File: src/rtl/vrmp_pkg.sv
package vrmp_pkg;

   localparam int VIEWERS_DEFAULT = 4;

   localparam int INDEX_W = 3;
   localparam int FRAME_W = 32;
   localparam int POS_W   = 20;
   localparam int VEC_W   = 16;
   localparam int JL_W    = 12;
   localparam int PHASE_W = 24;
   localparam int OUT_W   = 14;

   localparam logic [JL_W-1:0] JUMP_LIMIT_RESET = 12'd200;

   localparam int DELTA_W = POS_W + 1;
   localparam int DIFF_W  = VEC_W + 1;
   localparam int MA_W    = DELTA_W;
   localparam int MB_W    = 2 * VEC_W + 1;
   localparam int PROD_W  = MA_W + MB_W;
   localparam int ACC_W   = PROD_W + 3;
   localparam int D2_W    = 2 * DELTA_W;
   localparam int LIM2_W  = 2 * JL_W;
   localparam int ALONG_SHIFT = VEC_W - 2;

   localparam int QSHIFT      = 13;
   localparam int M_W         = ACC_W - QSHIFT;
   localparam int DVD_W       = 48;
   localparam int RADIX_BITS  = 4;
   localparam int DIGITS      = DVD_W / RADIX_BITS;
   localparam int REM_W       = 5;
   localparam logic [REM_W:0] DIV_CONST = 6'd25;
   localparam logic [DVD_W-1:0] DIV_OFFSET = DVD_W'(DIV_CONST) << (M_W - 1);

   localparam logic [3:0] OP_LIM = 4'd0;
   localparam logic [3:0] OP_DXX = 4'd1;
   localparam logic [3:0] OP_DYY = 4'd2;
   localparam logic [3:0] OP_DZZ = 4'd3;
   localparam logic [3:0] OP_RX0 = 4'd4;
   localparam logic [3:0] OP_RX1 = 4'd5;
   localparam logic [3:0] OP_RY0 = 4'd6;
   localparam logic [3:0] OP_RY1 = 4'd7;
   localparam logic [3:0] OP_RZ0 = 4'd8;
   localparam logic [3:0] OP_RZ1 = 4'd9;
   localparam logic [3:0] OP_AC0 = 4'd10;
   localparam logic [3:0] OP_AC1 = 4'd11;
   localparam logic [3:0] OP_AC2 = 4'd12;
   localparam logic [3:0] OP_AL0 = 4'd13;
   localparam logic [3:0] OP_AL1 = 4'd14;
   localparam logic [3:0] OP_AL2 = 4'd15;
   localparam int MUL_OPS = 16;

   typedef enum logic [4:0] {
      ST_IDLE = 5'b00001,
      ST_MUL  = 5'b00010,
      ST_LOAD = 5'b00100,
      ST_DIV  = 5'b01000,
      ST_FIN  = 5'b10000
   } state_type;

endpackage

File: src/rtl/view_relative_motion_phase_top.sv
// View-relative motion phase: one camera sample per viewer per frame in, one
// result out. Each viewer keeps two 24-bit phase accumulators that advance
// with the camera move projected onto the right and along directions.
//
// req_* carries the sample; it is taken when req_valid is high and req_stall
// is low. rsp_* carries the result under rsp_valid / rsp_stall. csr_* writes
// jump_limit; csr_ready is always high, write only while the block is idle.
//
// Flow: an invalid viewer or a repeated frame goes straight to the finish
// state and from there to the result register. A new frame runs through the
// shared 21x33 multiplier, then, when the viewer was seen before and the move
// is under 16 times the jump limit, two divisions by 25 on the same
// 4-bit-per-cycle divider. One sample is in work at a time; req_stall is high
// from accept until the result is handed to the output register.
// A held result does not block the next accept; the finished result of that
// sample waits until the output register is free.
//
// Reset clears all viewer state (positions, frames, phases, seen flags),
// restores jump_limit to 200 and drops any pending result.
module view_relative_motion_phase_top #(
   parameter int VIEWERS = vrmp_pkg::VIEWERS_DEFAULT
) (
   input  logic                                clock,
   input  logic                                reset,

   input  logic                                req_valid,
   output logic                                req_stall,
   input  logic [vrmp_pkg::INDEX_W-1:0]        req_viewer_index,
   input  logic                                req_viewer_present,
   input  logic [vrmp_pkg::FRAME_W-1:0]        req_frame_number,
   input  logic signed [vrmp_pkg::POS_W-1:0]   req_pos_x,
   input  logic signed [vrmp_pkg::POS_W-1:0]   req_pos_y,
   input  logic signed [vrmp_pkg::POS_W-1:0]   req_pos_z,
   input  logic signed [vrmp_pkg::VEC_W-1:0]   req_look_x,
   input  logic signed [vrmp_pkg::VEC_W-1:0]   req_look_y,
   input  logic signed [vrmp_pkg::VEC_W-1:0]   req_look_z,
   input  logic signed [vrmp_pkg::VEC_W-1:0]   req_up_x,
   input  logic signed [vrmp_pkg::VEC_W-1:0]   req_up_y,
   input  logic signed [vrmp_pkg::VEC_W-1:0]   req_up_z,

   output logic                                rsp_valid,
   input  logic                                rsp_stall,
   output logic                                rsp_result_valid,
   output logic [vrmp_pkg::OUT_W-1:0]          rsp_turn_s,
   output logic [vrmp_pkg::OUT_W-1:0]          rsp_turn_t,
   output logic [vrmp_pkg::OUT_W-1:0]          rsp_scroll_s,
   output logic [vrmp_pkg::OUT_W-1:0]          rsp_scroll_t,

   input  logic                                csr_valid,
   output logic                                csr_ready,
   input  logic [vrmp_pkg::JL_W-1:0]           csr_jump_limit
);
   import vrmp_pkg::*;

   localparam int IDX_W = (VIEWERS > 1) ? $clog2(VIEWERS) : 1;

   state_type                  state_ff, state_in;
   logic [4:0]                 cnt_ff, cnt_in;
   logic [3:0]                 dcnt_ff, dcnt_in;
   logic                       sel_ff, sel_in;
   logic                       rsp_valid_ff, rsp_valid_in;
   logic [JL_W-1:0]            jump_limit_ff, jump_limit_in;

   logic [IDX_W-1:0]           idx_ff, idx_in;
   logic                       valid_ff, valid_in;
   logic                       upd_ff, upd_in;
   logic                       seen_ff, seen_in;
   logic [FRAME_W-1:0]         frame_ff, frame_in;
   logic signed [POS_W-1:0]    pos_x_ff, pos_x_in, pos_y_ff, pos_y_in, pos_z_ff, pos_z_in;
   logic signed [VEC_W-1:0]    lx_ff, lx_in, ly_ff, ly_in, lz_ff, lz_in;
   logic signed [VEC_W-1:0]    ux_ff, ux_in, uy_ff, uy_in, uz_ff, uz_in;
   logic signed [DELTA_W-1:0]  dx_ff, dx_in, dy_ff, dy_in, dz_ff, dz_in;
   logic signed [PROD_W-1:0]   prod_ff, prod_in;
   logic signed [ACC_W-1:0]    acc_ff, acc_in;
   logic [LIM2_W-1:0]          lim2_ff, lim2_in;
   logic [D2_W-1:0]            d2_ff, d2_in;
   logic signed [MB_W-1:0]     rx_ff, rx_in, ry_ff, ry_in, rz_ff, rz_in;
   logic signed [ACC_W-1:0]    across_ff, across_in, along_ff, along_in;
   logic [DVD_W-1:0]           dvd_ff, dvd_in;
   logic [REM_W-1:0]           rem_ff, rem_in;
   logic [PHASE_W-1:0]         quo_ff, quo_in;
   logic [PHASE_W-1:0]         across_ph_ff, across_ph_in, along_ph_ff, along_ph_in;
   logic                       out_rv_ff, out_rv_in;
   logic [OUT_W-1:0]           out_ts_ff, out_ts_in, out_tt_ff, out_tt_in;
   logic [OUT_W-1:0]           out_ss_ff, out_ss_in, out_st_ff, out_st_in;

   logic signed [POS_W-1:0]    last_x_ff [VIEWERS];
   logic signed [POS_W-1:0]    last_y_ff [VIEWERS];
   logic signed [POS_W-1:0]    last_z_ff [VIEWERS];
   logic [PHASE_W-1:0]         acr_arr_ff [VIEWERS];
   logic [PHASE_W-1:0]         alg_arr_ff [VIEWERS];
   logic [FRAME_W-1:0]         frame_arr_ff [VIEWERS];
   logic [VIEWERS-1:0]         seen_arr_ff;

   logic                       req_xfer;
   logic                       fin_go;
   logic [IDX_W-1:0]           req_idx;
   logic                       req_ok;
   logic [3:0]                 op_iss, op_acc;
   logic signed [MA_W-1:0]     mul_a;
   logic signed [MB_W-1:0]     mul_b;
   logic signed [ACC_W-1:0]    acc_sum;
   logic                       acc_first, acc_last;
   logic                       accrue;
   logic [M_W-1:0]             div_m;
   logic [DVD_W-1:0]           dvd_load;
   logic [REM_W:0]             rem_t;
   logic [PHASE_W-1:0]         quo_t;
   logic [PHASE_W-1:0]         ph_sum;

   assign req_stall = (state_ff != ST_IDLE);
   assign req_xfer  = req_valid && !req_stall;
   assign fin_go    = (state_ff == ST_FIN) && (!rsp_valid_ff || !rsp_stall);
   assign req_idx   = req_viewer_index[IDX_W-1:0];
   assign req_ok    = req_viewer_present &&
                      ({1'b0, req_viewer_index} < (INDEX_W + 1)'(VIEWERS));
   assign csr_ready = 1'b1;

   assign rsp_valid        = rsp_valid_ff;
   assign rsp_result_valid = out_rv_ff;
   assign rsp_turn_s       = out_ts_ff;
   assign rsp_turn_t       = out_tt_ff;
   assign rsp_scroll_s     = out_ss_ff;
   assign rsp_scroll_t     = out_st_ff;

   // multiplier operand select, one step per cycle
   assign op_iss = cnt_ff[3:0];
   assign op_acc = 4'(cnt_ff - 5'd1);

   always_comb begin
      mul_a = '0;
      mul_b = '0;
      case (op_iss)
         OP_LIM: begin
            mul_a = MA_W'(jump_limit_ff);
            mul_b = MB_W'(jump_limit_ff);
         end
         OP_DXX: begin mul_a = dx_ff; mul_b = MB_W'(dx_ff); end
         OP_DYY: begin mul_a = dy_ff; mul_b = MB_W'(dy_ff); end
         OP_DZZ: begin mul_a = dz_ff; mul_b = MB_W'(dz_ff); end
         OP_RX0: begin mul_a = MA_W'(ly_ff); mul_b = MB_W'(uz_ff); end
         OP_RX1: begin mul_a = -MA_W'(lz_ff); mul_b = MB_W'(uy_ff); end
         OP_RY0: begin mul_a = MA_W'(lz_ff); mul_b = MB_W'(ux_ff); end
         OP_RY1: begin mul_a = -MA_W'(lx_ff); mul_b = MB_W'(uz_ff); end
         OP_RZ0: begin mul_a = MA_W'(lx_ff); mul_b = MB_W'(uy_ff); end
         OP_RZ1: begin mul_a = -MA_W'(ly_ff); mul_b = MB_W'(ux_ff); end
         OP_AC0: begin mul_a = dx_ff; mul_b = rx_ff; end
         OP_AC1: begin mul_a = dy_ff; mul_b = ry_ff; end
         OP_AC2: begin mul_a = dz_ff; mul_b = rz_ff; end
         OP_AL0: begin
            mul_a = dx_ff;
            mul_b = MB_W'(DIFF_W'(lx_ff) - DIFF_W'(ux_ff));
         end
         OP_AL1: begin
            mul_a = dy_ff;
            mul_b = MB_W'(DIFF_W'(ly_ff) - DIFF_W'(uy_ff));
         end
         OP_AL2: begin
            mul_a = dz_ff;
            mul_b = MB_W'(DIFF_W'(lz_ff) - DIFF_W'(uz_ff));
         end
         default: begin
            mul_a = '0;
            mul_b = '0;
         end
      endcase
   end

   always_comb begin
      acc_first = 1'b0;
      acc_last  = 1'b0;
      case (op_acc)
         OP_LIM: begin acc_first = 1'b1; acc_last = 1'b1; end
         OP_DXX, OP_RX0, OP_RY0, OP_RZ0, OP_AC0, OP_AL0: acc_first = 1'b1;
         OP_DZZ, OP_RX1, OP_RY1, OP_RZ1, OP_AC2, OP_AL2: acc_last = 1'b1;
         default: begin
            acc_first = 1'b0;
            acc_last  = 1'b0;
         end
      endcase
   end

   assign acc_sum = (acc_first ? ACC_W'(0) : acc_ff) + ACC_W'(prod_ff);
   assign accrue  = seen_ff && (d2_ff < D2_W'({lim2_ff, 8'h00}));

   // divide by 25: offset keeps the dividend positive, low quotient bits unchanged
   assign div_m    = sel_ff ? along_ff[ACC_W-1:QSHIFT] : across_ff[ACC_W-1:QSHIFT];
   assign dvd_load = DVD_W'(signed'(div_m)) + DIV_OFFSET;

   always_comb begin
      logic [REM_W:0] tmp;
      rem_t = {1'b0, rem_ff};
      quo_t = quo_ff;
      for (int k = 0; k < RADIX_BITS; k++) begin
         tmp = {rem_t[REM_W-1:0], dvd_ff[DVD_W-1-k]};
         if (tmp >= DIV_CONST) begin
            tmp   = tmp - DIV_CONST;
            quo_t = {quo_t[PHASE_W-2:0], 1'b1};
         end else begin
            quo_t = {quo_t[PHASE_W-2:0], 1'b0};
         end
         rem_t = tmp;
      end
   end

   assign ph_sum = (sel_ff ? along_ph_ff : across_ph_ff) + quo_t;

   always_comb begin
      state_in      = state_ff;
      cnt_in        = cnt_ff;
      dcnt_in       = dcnt_ff;
      sel_in        = sel_ff;
      rsp_valid_in  = rsp_valid_ff && rsp_stall;
      jump_limit_in = jump_limit_ff;
      idx_in        = idx_ff;
      valid_in      = valid_ff;
      upd_in        = upd_ff;
      seen_in       = seen_ff;
      frame_in      = frame_ff;
      pos_x_in      = pos_x_ff;
      pos_y_in      = pos_y_ff;
      pos_z_in      = pos_z_ff;
      lx_in         = lx_ff;
      ly_in         = ly_ff;
      lz_in         = lz_ff;
      ux_in         = ux_ff;
      uy_in         = uy_ff;
      uz_in         = uz_ff;
      dx_in         = dx_ff;
      dy_in         = dy_ff;
      dz_in         = dz_ff;
      prod_in       = mul_a * mul_b;
      acc_in        = acc_ff;
      lim2_in       = lim2_ff;
      d2_in         = d2_ff;
      rx_in         = rx_ff;
      ry_in         = ry_ff;
      rz_in         = rz_ff;
      across_in     = across_ff;
      along_in      = along_ff;
      dvd_in        = dvd_ff;
      rem_in        = rem_ff;
      quo_in        = quo_ff;
      across_ph_in  = across_ph_ff;
      along_ph_in   = along_ph_ff;
      out_rv_in     = out_rv_ff;
      out_ts_in     = out_ts_ff;
      out_tt_in     = out_tt_ff;
      out_ss_in     = out_ss_ff;
      out_st_in     = out_st_ff;

      if (csr_valid && csr_ready) begin
         jump_limit_in = csr_jump_limit;
      end

      case (state_ff)
         ST_IDLE: begin
            if (req_xfer) begin
               idx_in       = req_idx;
               valid_in     = req_ok;
               upd_in       = req_ok && (frame_arr_ff[req_idx] != req_frame_number);
               seen_in      = seen_arr_ff[req_idx];
               frame_in     = req_frame_number;
               pos_x_in     = req_pos_x;
               pos_y_in     = req_pos_y;
               pos_z_in     = req_pos_z;
               lx_in        = req_look_x;
               ly_in        = req_look_y;
               lz_in        = req_look_z;
               ux_in        = req_up_x;
               uy_in        = req_up_y;
               uz_in        = req_up_z;
               dx_in        = DELTA_W'(req_pos_x) - DELTA_W'(last_x_ff[req_idx]);
               dy_in        = DELTA_W'(req_pos_y) - DELTA_W'(last_y_ff[req_idx]);
               dz_in        = DELTA_W'(req_pos_z) - DELTA_W'(last_z_ff[req_idx]);
               across_ph_in = acr_arr_ff[req_idx];
               along_ph_in  = alg_arr_ff[req_idx];
               cnt_in       = '0;
               state_in     = (req_ok && (frame_arr_ff[req_idx] != req_frame_number))
                              ? ST_MUL : ST_FIN;
            end
         end
         ST_MUL: begin
            cnt_in = cnt_ff + 5'd1;
            if (cnt_ff != 5'd0) begin
               acc_in = acc_sum;
               if (acc_last) begin
                  case (op_acc)
                     OP_LIM: lim2_in   = acc_sum[LIM2_W-1:0];
                     OP_DZZ: d2_in     = acc_sum[D2_W-1:0];
                     OP_RX1: rx_in     = acc_sum[MB_W-1:0];
                     OP_RY1: ry_in     = acc_sum[MB_W-1:0];
                     OP_RZ1: rz_in     = acc_sum[MB_W-1:0];
                     OP_AC2: across_in = acc_sum;
                     OP_AL2: along_in  = {acc_sum[ACC_W-1-ALONG_SHIFT:0],
                                          ALONG_SHIFT'(0)};
                     default: acc_in   = acc_sum;
                  endcase
               end
            end
            if (cnt_ff == 5'(MUL_OPS)) begin
               sel_in   = 1'b0;
               state_in = accrue ? ST_LOAD : ST_FIN;
            end
         end
         ST_LOAD: begin
            dvd_in   = dvd_load;
            rem_in   = '0;
            quo_in   = '0;
            dcnt_in  = '0;
            state_in = ST_DIV;
         end
         ST_DIV: begin
            dvd_in  = dvd_ff << RADIX_BITS;
            rem_in  = rem_t[REM_W-1:0];
            quo_in  = quo_t;
            dcnt_in = dcnt_ff + 4'd1;
            if (dcnt_ff == 4'(DIGITS - 1)) begin
               if (sel_ff) begin
                  along_ph_in = ph_sum;
                  state_in    = ST_FIN;
               end else begin
                  across_ph_in = ph_sum;
                  sel_in       = 1'b1;
                  state_in     = ST_LOAD;
               end
            end
         end
         ST_FIN: begin
            if (fin_go) begin
               rsp_valid_in = 1'b1;
               out_rv_in    = valid_ff;
               out_ts_in    = valid_ff ? across_ph_ff[PHASE_W-1 -: OUT_W] : '0;
               out_tt_in    = valid_ff ? along_ph_ff[PHASE_W-1 -: OUT_W] : '0;
               out_ss_in    = valid_ff ? across_ph_ff[PHASE_W-2 -: OUT_W] : '0;
               out_st_in    = valid_ff ? along_ph_ff[PHASE_W-2 -: OUT_W] : '0;
               state_in     = ST_IDLE;
            end
         end
         default: state_in = ST_IDLE;
      endcase
   end

   always_ff @(posedge clock) begin
      if (reset) begin
         state_ff      <= ST_IDLE;
         cnt_ff        <= '0;
         dcnt_ff       <= '0;
         sel_ff        <= 1'b0;
         rsp_valid_ff  <= 1'b0;
         jump_limit_ff <= JUMP_LIMIT_RESET;
      end else begin
         state_ff      <= state_in;
         cnt_ff        <= cnt_in;
         dcnt_ff       <= dcnt_in;
         sel_ff        <= sel_in;
         rsp_valid_ff  <= rsp_valid_in;
         jump_limit_ff <= jump_limit_in;
      end
   end

   always_ff @(posedge clock) begin
      idx_ff       <= idx_in;
      valid_ff     <= valid_in;
      upd_ff       <= upd_in;
      seen_ff      <= seen_in;
      frame_ff     <= frame_in;
      pos_x_ff     <= pos_x_in;
      pos_y_ff     <= pos_y_in;
      pos_z_ff     <= pos_z_in;
      lx_ff        <= lx_in;
      ly_ff        <= ly_in;
      lz_ff        <= lz_in;
      ux_ff        <= ux_in;
      uy_ff        <= uy_in;
      uz_ff        <= uz_in;
      dx_ff        <= dx_in;
      dy_ff        <= dy_in;
      dz_ff        <= dz_in;
      prod_ff      <= prod_in;
      acc_ff       <= acc_in;
      lim2_ff      <= lim2_in;
      d2_ff        <= d2_in;
      rx_ff        <= rx_in;
      ry_ff        <= ry_in;
      rz_ff        <= rz_in;
      across_ff    <= across_in;
      along_ff     <= along_in;
      dvd_ff       <= dvd_in;
      rem_ff       <= rem_in;
      quo_ff       <= quo_in;
      across_ph_ff <= across_ph_in;
      along_ph_ff  <= along_ph_in;
      out_rv_ff    <= out_rv_in;
      out_ts_ff    <= out_ts_in;
      out_tt_ff    <= out_tt_in;
      out_ss_ff    <= out_ss_in;
      out_st_ff    <= out_st_in;
   end

   // per-viewer state, written back when the sample is handed off
   always_ff @(posedge clock) begin
      if (reset) begin
         seen_arr_ff <= '0;
         for (int i = 0; i < VIEWERS; i++) begin
            last_x_ff[i]    <= '0;
            last_y_ff[i]    <= '0;
            last_z_ff[i]    <= '0;
            acr_arr_ff[i]   <= '0;
            alg_arr_ff[i]   <= '0;
            frame_arr_ff[i] <= '0;
         end
      end else if (fin_go && upd_ff) begin
         seen_arr_ff[idx_ff]  <= 1'b1;
         last_x_ff[idx_ff]    <= pos_x_ff;
         last_y_ff[idx_ff]    <= pos_y_ff;
         last_z_ff[idx_ff]    <= pos_z_ff;
         acr_arr_ff[idx_ff]   <= across_ph_ff;
         alg_arr_ff[idx_ff]   <= along_ph_ff;
         frame_arr_ff[idx_ff] <= frame_ff;
      end
   end

endmodule

File: config.mk
export PLATFORM = sky130hd
export DESIGN_NAME = view_relative_motion_phase_top
export DESIGN_NICKNAME = d
export VERILOG_FILES = /design/src/rtl/vrmp_pkg.sv /design/src/rtl/view_relative_motion_phase_top.sv
export SDC_FILE = /design/constraint.sdc
export NUM_CORES = 2
export LEC_CHECK = 0
export BUFFER_PORTS_ARGS = -buffer_cell sky130_fd_sc_hd__buf_4
export CAP_MARGIN = 15
export CORE_ASPECT_RATIO = 0.8
export CORE_UTILIZATION = 40
export DETAILED_ROUTE_END_ITERATION = 8
export GPL_ROUTABILITY_DRIVEN = 0
export PLACE_DENSITY = 0.51
export SLEW_MARGIN = 10
export SYNTH_ARGS = -nofsm -noshare
export SYNTH_HDL_FRONTEND = slang
export SYNTH_SLANG_ARGS = --single-unit
export TNS_END_PERCENT = 20
File: constraint.sdc
create_clock -name clock -period 15.1 [get_ports clock]
set_input_delay 0 -clock clock [delete_from_list [all_inputs] [get_ports clock]]
set_output_delay 0 -clock clock [all_outputs]
set_load 0.05 [all_outputs]
* Yosys cells after proc, flatten, opt, wreduce, memory -nomap -nowiden
Memories as Yosys holds them, arrays and structs flattened.
Index checks and enable logic that the tools add are counted.
** Operators by class
- Eq/ne operators :: 42
- Bitwise gates (word level) :: 1
- Add/subtract/negate cells :: 19
- Multiply operators :: 1
- Reduce and logical (&&, ||, !) cells :: 48
- $lt $le $gt $ge :: 9
- Muxes and demuxes :: 69
** Operator list (count)
- one-hot mux 33 bit (13 select lines) :: 1
- two-way mux 24 bit :: 9
- one-hot mux 21 bit (10 select lines) :: 1
- one-hot mux 24 bit (2 select lines) :: 2
- one-hot mux 48 bit (2 select lines) :: 1
- negator 16 -> 21 bit :: 3
- subtractor 20 x 20 -> 21 bit :: 3
- equality test 4 bit, second input constant :: 15
- two-way mux 20 bit :: 3
- two-way mux 5 bit :: 12
- OR reduction 20 bit :: 3
- adder 57 x 54 -> 57 bit :: 1
- two-way mux 57 bit :: 1
- multiplier 21 x 33 -> 54 bit :: 1
- subtractor 16 x 16 -> 17 bit :: 3
- adder 44 x 47 -> 48 bit, second input constant :: 1
- OR reduction 24 bit :: 2
- two-way mux 44 bit :: 1
- < comparator 42 x 32 -> 1 bit :: 1
- one-hot mux 20 bit (2 select lines) :: 1
- AND reduction 4 bit :: 10
- equality test 4 x 3 -> 1 bit, second input constant :: 8
- two-way mux 32 bit :: 1
- != test 32 bit :: 1
- 39 further kinds :: 104
** Storage, ports and cells
- Word-level logic and storage cells :: 238
- Memories :: 6
- Flip-flop bits (word level) :: 842
- Input bits :: 209
- Output and inout port bits :: 60
- Memory bits (writable) :: 560
** Memory list
- frame_arr_ff :: depth 4, bits a word 32, read ports 1, clocked after Yosys merged registers in 0, write ports 4, RTL line view_relative_motion_phase_top.sv:92 : logic [FRAME_W-1:0] frame_arr_ff [VIEWERS];
- acr_arr_ff :: depth 4, bits a word 24, read ports 1, clocked after Yosys merged registers in 0, write ports 4, RTL line view_relative_motion_phase_top.sv:90 : logic [PHASE_W-1:0] acr_arr_ff [VIEWERS];
- alg_arr_ff :: depth 4, bits a word 24, read ports 1, clocked after Yosys merged registers in 0, write ports 4, RTL line view_relative_motion_phase_top.sv:91 : logic [PHASE_W-1:0] alg_arr_ff [VIEWERS];
- last_x_ff :: depth 4, bits a word 20, read ports 1, clocked after Yosys merged registers in 0, write ports 4, RTL line view_relative_motion_phase_top.sv:87 : logic signed [POS_W-1:0] last_x_ff [VIEWERS];
- last_y_ff :: depth 4, bits a word 20, read ports 1, clocked after Yosys merged registers in 0, write ports 4, RTL line view_relative_motion_phase_top.sv:88 : logic signed [POS_W-1:0] last_y_ff [VIEWERS];
- last_z_ff :: depth 4, bits a word 20, read ports 1, clocked after Yosys merged registers in 0, write ports 4, RTL line view_relative_motion_phase_top.sv:89 : logic signed [POS_W-1:0] last_z_ff [VIEWERS];

* Logic depth before layout (Yosys ltp)
- Depth in word-level cells :: 12
- Gate-level depth with buffers :: 44
- Mapped depth without buffers :: 41

* Worst setup path before layout
No wires, ideal clock.
- Kind :: register to register
- Start point :: register state_ff[1]
- End point :: memory acr_arr_ff[3][0] (enable)
- Buffers on the path :: 0
- Cell stages (with the launch flop) :: 6
- Arrival time :: 12440 ps
- Path slack :: 1827 ps
- Library setup time :: 833 ps
- Period minus slack after synthesis :: 13273 ps
- Data required time :: 14267 ps
- Path through :: dfxtp_1 -> nor3_1 -> nand3b_1 -> a21oi_1 -> nand2_1 -> o21ai_0
** RTL lines
- start, declared :: RTL line view_relative_motion_phase_top.sv:57 : state_type state_ff, state_in;
- start signal, assigned :: RTL line view_relative_motion_phase_top.sv:353 : state_ff <= state_in;
- end, declared :: RTL line view_relative_motion_phase_top.sv:90

* Worst setup path after layout
- Start point :: register cnt_ff[1]
- End point :: register prod_ff[50]
** Between the ends
- Cells in the longest elaborated chain, start to end :: 4
- Elaborated cells between the ends (all ways) :: 25
- Those cells by class :: mul: 1; eq/ne: 15; mux: 2; reduce/logical: 7
** Ends and longest elaborated chain
- start, declared :: RTL line view_relative_motion_phase_top.sv:58 : logic [4:0] cnt_ff, cnt_in;
- start signal, assigned :: RTL line view_relative_motion_phase_top.sv:354 : cnt_ff <= cnt_in;
- equality test 4 bit (tied with other cells) :: RTL line view_relative_motion_phase_top.sv:133 : case (op_iss)
- OR reduction 3 bit (no line) or OR reduction 2 bit (tied branches)
- one-hot mux 21 bit (10 select lines) or one-hot mux 33 bit (13 select lines) (tied branches) :: RTL line view_relative_motion_phase_top.sv:133
- multiplier 21 x 33 -> 54 bit * :: RTL line view_relative_motion_phase_top.sv:232 : prod_in = mul_a * mul_b;
- named net prod_in[50] :: RTL line view_relative_motion_phase_top.sv:73 : logic signed [PROD_W-1:0] prod_ff, prod_in;
- end signal, assigned :: RTL line view_relative_motion_phase_top.sv:380 : prod_ff <= prod_in;
- end, declared :: RTL line view_relative_motion_phase_top.sv:73
The timed path passes the listed nets; every way through them passes the cells marked *.
A chain may end at the register's enable or synchronous reset.

==> results_tabular.tex <==
\begin{tabular}{lr}
\hline
Metric & Value \\
\hline
\multicolumn{2}{l}{\textbf{Logic synthesis}} \\
Mean cell area of the mapped netlist & 11.5 um\^{}2 \\
Complex-gate fraction of the synthesized area & 7.31\% \\
Share of synthesized registers carrying an async set or reset & 0\% \\
Area of the mapped netlist & 88,900 um\^{}2 \\
Count of yosys warnings during synthesis & 0 \\
Gate count after technology mapping & 7,720 \\
Number of enable-type register cells in the synthesized netlist & 1,269 \\
Prevailing post-synth register cell & sky130\_fd\_sc\_hd\_\_edfxtp\_1 \\
Total nets after synthesis & 8,988 \\
Fraction of synthesized cell area in xor and xnor cells & 2.54\% \\
Synthesized-area fraction occupied by adder cells & 20.8\% \\
Unique masters post-synth & 96 \\
Register bit count reported by yosys & 1,355 \\
Post-synthesis share of cell area spent on and, or, nand and nor gates & 13.6\% \\
Multiplexer share of the synthesized area & 4.80\% \\
Part of the Yosys area used for sequential elements & 44.8\% \\
Combinational family with the most area after synthesis & adder cells \\
\multicolumn{2}{l}{\textbf{Place}} \\
Worst setup slack before clock tree synthesis & 2.93 ns \\
Port Buffers & 267 \\
Area after detailed placement & 94,300 um\^{}2 \\
Placed cell count & 10,700 \\
Total half-perimeter wirelength after legalization and detailed placement & 202,000 um \\
\multicolumn{2}{l}{\textbf{Worst setup path}} \\
Reg2reg setup slack & 2.59 ns \\
Worst r2r path cells & 34 \\
Number of buffer and inverter instances along the worst setup path & 6 \\
Worst setup path category & reg2reg \\
Start point of the critical path & cnt\_ff[1] \\
Critical path fanouts, max & 16 \\
Worst flop-to-flop path endpoint & prod\_ff[50] \\
Highest cell delay on the worst timing path & 0.89 ns \\
Top cell family by delay on the critical path & compound AO/OA/AOI/OAI gates \\
Type of origin of the critical path & register \\
Startpoint of the worst register-to-register path & cnt\_ff[1] \\
Most numerous cell on the critical path & sky130\_fd\_sc\_hd\_\_fa\_1 \\
Required arrival time at the worst endpoint & 15.72 ns \\
Worst setup EP type & register \\
Crit path max-delay cell type & sky130\_fd\_sc\_hd\_\_a311oi\_2 \\
Data arrival time of the critical path & 13.13 ns \\
Levels on crit path & 34 \\
Endpoint of the most critical setup path & prod\_ff[50] \\
\multicolumn{2}{l}{\textbf{Layout}} \\
Finished Layout Cells & 11,400 \\
Area grow syn2layout & 16.1\% \\
Share of final-layout standard cells stronger than drive strength 1 & 10.0\% \\
Final cell area excluding filler cells & 103,000 um\^{}2 \\
Total Nets Final & 9,584 \\
\multicolumn{2}{l}{\textbf{Die}} \\
Site Rows & 154 \\
Initial standard-cell utilization of the core & 40.3\% \\
Vert. Die Dim & 424 um \\
Horizontal extent of the die & 529 um \\
Total core area & 221,000 um\^{}2 \\
Number of ports placed on the die boundary & 269 \\
Die area & 224,000 um\^{}2 \\
\multicolumn{2}{l}{\textbf{STA}} \\
Slew @ Worst Pin & 1.16 ns \\
Relative slew slack & 21.8\% \\
Final setup vio count & 0 \\
Final setup slack of the worst path & 2.59 ns \\
Worst Skew & 0.0442 ns \\
Fmax & 79.9 MHz \\
Final max-slew violation count & 0 \\
Final Cycle Share & 82.9\% \\
Worst hold slack across all endpoints & 0.0496 ns \\
Hold violation total from the final report & 0 \\
Summed negative setup slack over all endpoints & 0 ns \\
RSZ-0062 raised after global routing & no \\
Clock period minus final worst setup slack & 12.51 ns \\
\multicolumn{2}{l}{\textbf{Clocking}} \\
Max Buffers Root-to-Sink & 3 \\
Clock latency of the later-clocked register in the worst-skew pair & 0.79 ns \\
Buffer cell driving the clock tree root & sky130\_fd\_sc\_hd\_\_clkbuf\_16 \\
CTS clock-pin slew for the worst setup and hold paths & 0.06 ns \\
Count of clock tree sinks & 1,355 \\
Number of buffers inserted during clock tree synthesis & 148 \\
Gates resized, CTS repair & 0 \\
H-tree level count & 4 \\
TritonCTS clock tree & done \\
\multicolumn{2}{l}{\textbf{Drt}} \\
Max layer used & met5 \\
Met3 wire length & 24,700 um \\
Total via count after detailed routing & 61,200 \\
Final wirelength & 279,000 um \\
Antenna-violating nets left & 0 \\
Avg WL per Cell & 24.5 um \\
Wire length on met1 & 132,000 um \\
Drt pass-1 iters & 8 \\
Amount of wire on met2 after detailed routing & 115,000 um \\
Via-per-instance ratio & 5.37 \\
DRC violations left & 0 \\
Initial DRC Count & 6,205 \\
\multicolumn{2}{l}{\textbf{GRT}} \\
Number of global-route vias before repair & 61,700 \\
Total congestion overflow after global routing & 0 \\
Overall track demand over capacity in global routing & 25.0\% \\
First-pass GRT wire length & 413,000 um \\
Largest net degree at the start of global routing & 142 \\
Initial antenna violation count & 31 \\
\multicolumn{2}{l}{\textbf{Worst hold path}} \\
Min-delay src & req\_pos\_y[15] \\
Hold WC Path Type & in2reg \\
\multicolumn{2}{l}{\textbf{Status}} \\
Run status & finished clean \\
\multicolumn{2}{l}{\textbf{Power and ir drop}} \\
Pwr dens & 106 nW/um\^{}2 \\
Static Leakage & 42.9 nW \\
Highest ir drop seen on vdd & 0.103 mV \\
\multicolumn{2}{l}{\textbf{Job}} \\
MaxCap Viol Count & 0 \\
\hline
\end{tabular}
==> worst min-delay path by stage <==
stage,cells after the start,endpoint
after detailed placement,1,uy_ff[10]
final,2,pos_y_ff[15]
after floorplan,0,frame_ff[0]
after global placement,1,lx_ff[6]
after global routing,2,pos_y_ff[15]
after CTS,2,pos_y_ff[15]
==> through the flow <==
stage / utilization, % / total power [W]
after floorplan: - / 0.00628
after global placement: 42.8 / 0.00735
after detailed placement: 42.8 / 0.00737
after CTS: 46.8 / 0.0110
after global routing: 46.8 / 0.0115
final: 46.8 / 0.0110
==> layer usage <==
| metal | vias up | global-route usage [%] |
|---|---|---|
| li1 | 27400 | - |
| met1 | 31000 | 38.1 |
| met2 | 2453 | 35.1 |
| met3 | 347 | 6.24 |
| met4 | 12 | 5.92 |
| met5 | - | 0.0860 |
==> Yosys cell counts, types with 49 or more instances <==
cell	instances	share of area, %
sky130_fd_sc_hd__nor2_1	414	1.7
sky130_fd_sc_hd__fa_1	695	16
sky130_fd_sc_hd__a21o_1	98	0.83
sky130_fd_sc_hd__and2_1	755	5.3
sky130_fd_sc_hd__ha_1	364	5.1
sky130_fd_sc_hd__nor3_1	90	0.51
sky130_fd_sc_hd__xnor2_1	198	1.9
sky130_fd_sc_hd__xor2_1	60	0.59
sky130_fd_sc_hd__nor2b_1	73	0.51
sky130_fd_sc_hd__o21a_1	49	0.41
sky130_fd_sc_hd__nand2_1	712	3.0
sky130_fd_sc_hd__inv_1	1055	4.5
sky130_fd_sc_hd__mux2i_1	72	0.81
sky130_fd_sc_hd__clkbuf_1	305	1.3
sky130_fd_sc_hd__a21oi_1	219	1.2
sky130_fd_sc_hd__and3_1	70	0.49
sky130_fd_sc_hd__mux4_2	141	3.6
sky130_fd_sc_hd__dfxtp_1	86	1.9
sky130_fd_sc_hd__nand3_1	113	0.64
sky130_fd_sc_hd__o21ai_0	208	1.2
sky130_fd_sc_hd__edfxtp_1	1269	43
sky130_fd_sc_hd__a22oi_1	59	0.50
==> kinds of logic (layout without fill, tap and decap cells) <==
| kind of cell | Yosys count | after routing |
|---|---|---|
| AOI/OAI and AO/OA | 962 | 962 |
| xor gates and xnor gates | 258 | 258 |
| muxes | 245 | 245 |
| DFF | 1355 | 1355 |
| other | 1 | 8 |
| and+or+nand+nor | 2416 | 2416 |
| adders and majority gates | 1059 | 1059 |
| buffers and inverters | 1424 | 2137 |
==> layout make-up <==
class	instances	area, um^2
clock buffer	180	3920
multi-input combinational	4941	43900
clock inverter	87	763
timing repair buffer	814	7190
sequential	1355	39800
antenna	7	17.5
fill	20200	117000
tap	2964	3710
inverter	1056	3980
==> placed cells by master (no fill, tap or decap), types with 152 or more instances in the layout <==
cell and count:
sky130_fd_sc_hd__a21oi_1 215, sky130_fd_sc_hd__and2_1 755, sky130_fd_sc_hd__buf_4 391, sky130_fd_sc_hd__clkbuf_16 152
sky130_fd_sc_hd__dlygate4sd3_1 420, sky130_fd_sc_hd__edfxtp_1 1269, sky130_fd_sc_hd__fa_1 695, sky130_fd_sc_hd__ha_1 364
sky130_fd_sc_hd__inv_1 1053, sky130_fd_sc_hd__nand2_1 712, sky130_fd_sc_hd__nor2_1 411, sky130_fd_sc_hd__o21ai_0 204
sky130_fd_sc_hd__xnor2_1 197
==> registers in the layout, summed over array words and instances (netlist names), 43 cells and up <==
register,count
frame_arr_ff,128
acr_arr_ff,96
alg_arr_ff,96
last_x_ff,80
last_y_ff,80
last_z_ff,80
acc_ff,57
prod_ff,54
dvd_ff,48
across_ff,44
along_ff,43
==> repair_timing <==
action,in CTS,in global routing
hold endpoints to repair,322,2
hold buffers,418,2
setup buffers,0,0
==> worst register-to-register path: cells and delay by family, from the launching register on <==
kind                       cells  cell delay, ns
AOI/OAI and AO/OA             12            4.66
adders and majority gates      9            3.88
buffers and inverters          6            0.47
DFF                            1            0.46
muxes                          1            0.12
and+or+nand+nor                6            2.77
==> where the power goes <==
group / switching (W) / internal [W] / leakage [nW]
registers: 0.000221 / 0.00455 / 13.0
clock network: 0.00160 / 0.00197 / 2.29
logic: 0.00169 / 0.000947 / 27.6
total: 0.00351 / 0.00747 / 42.9
(Power assumes the default switching activity.)
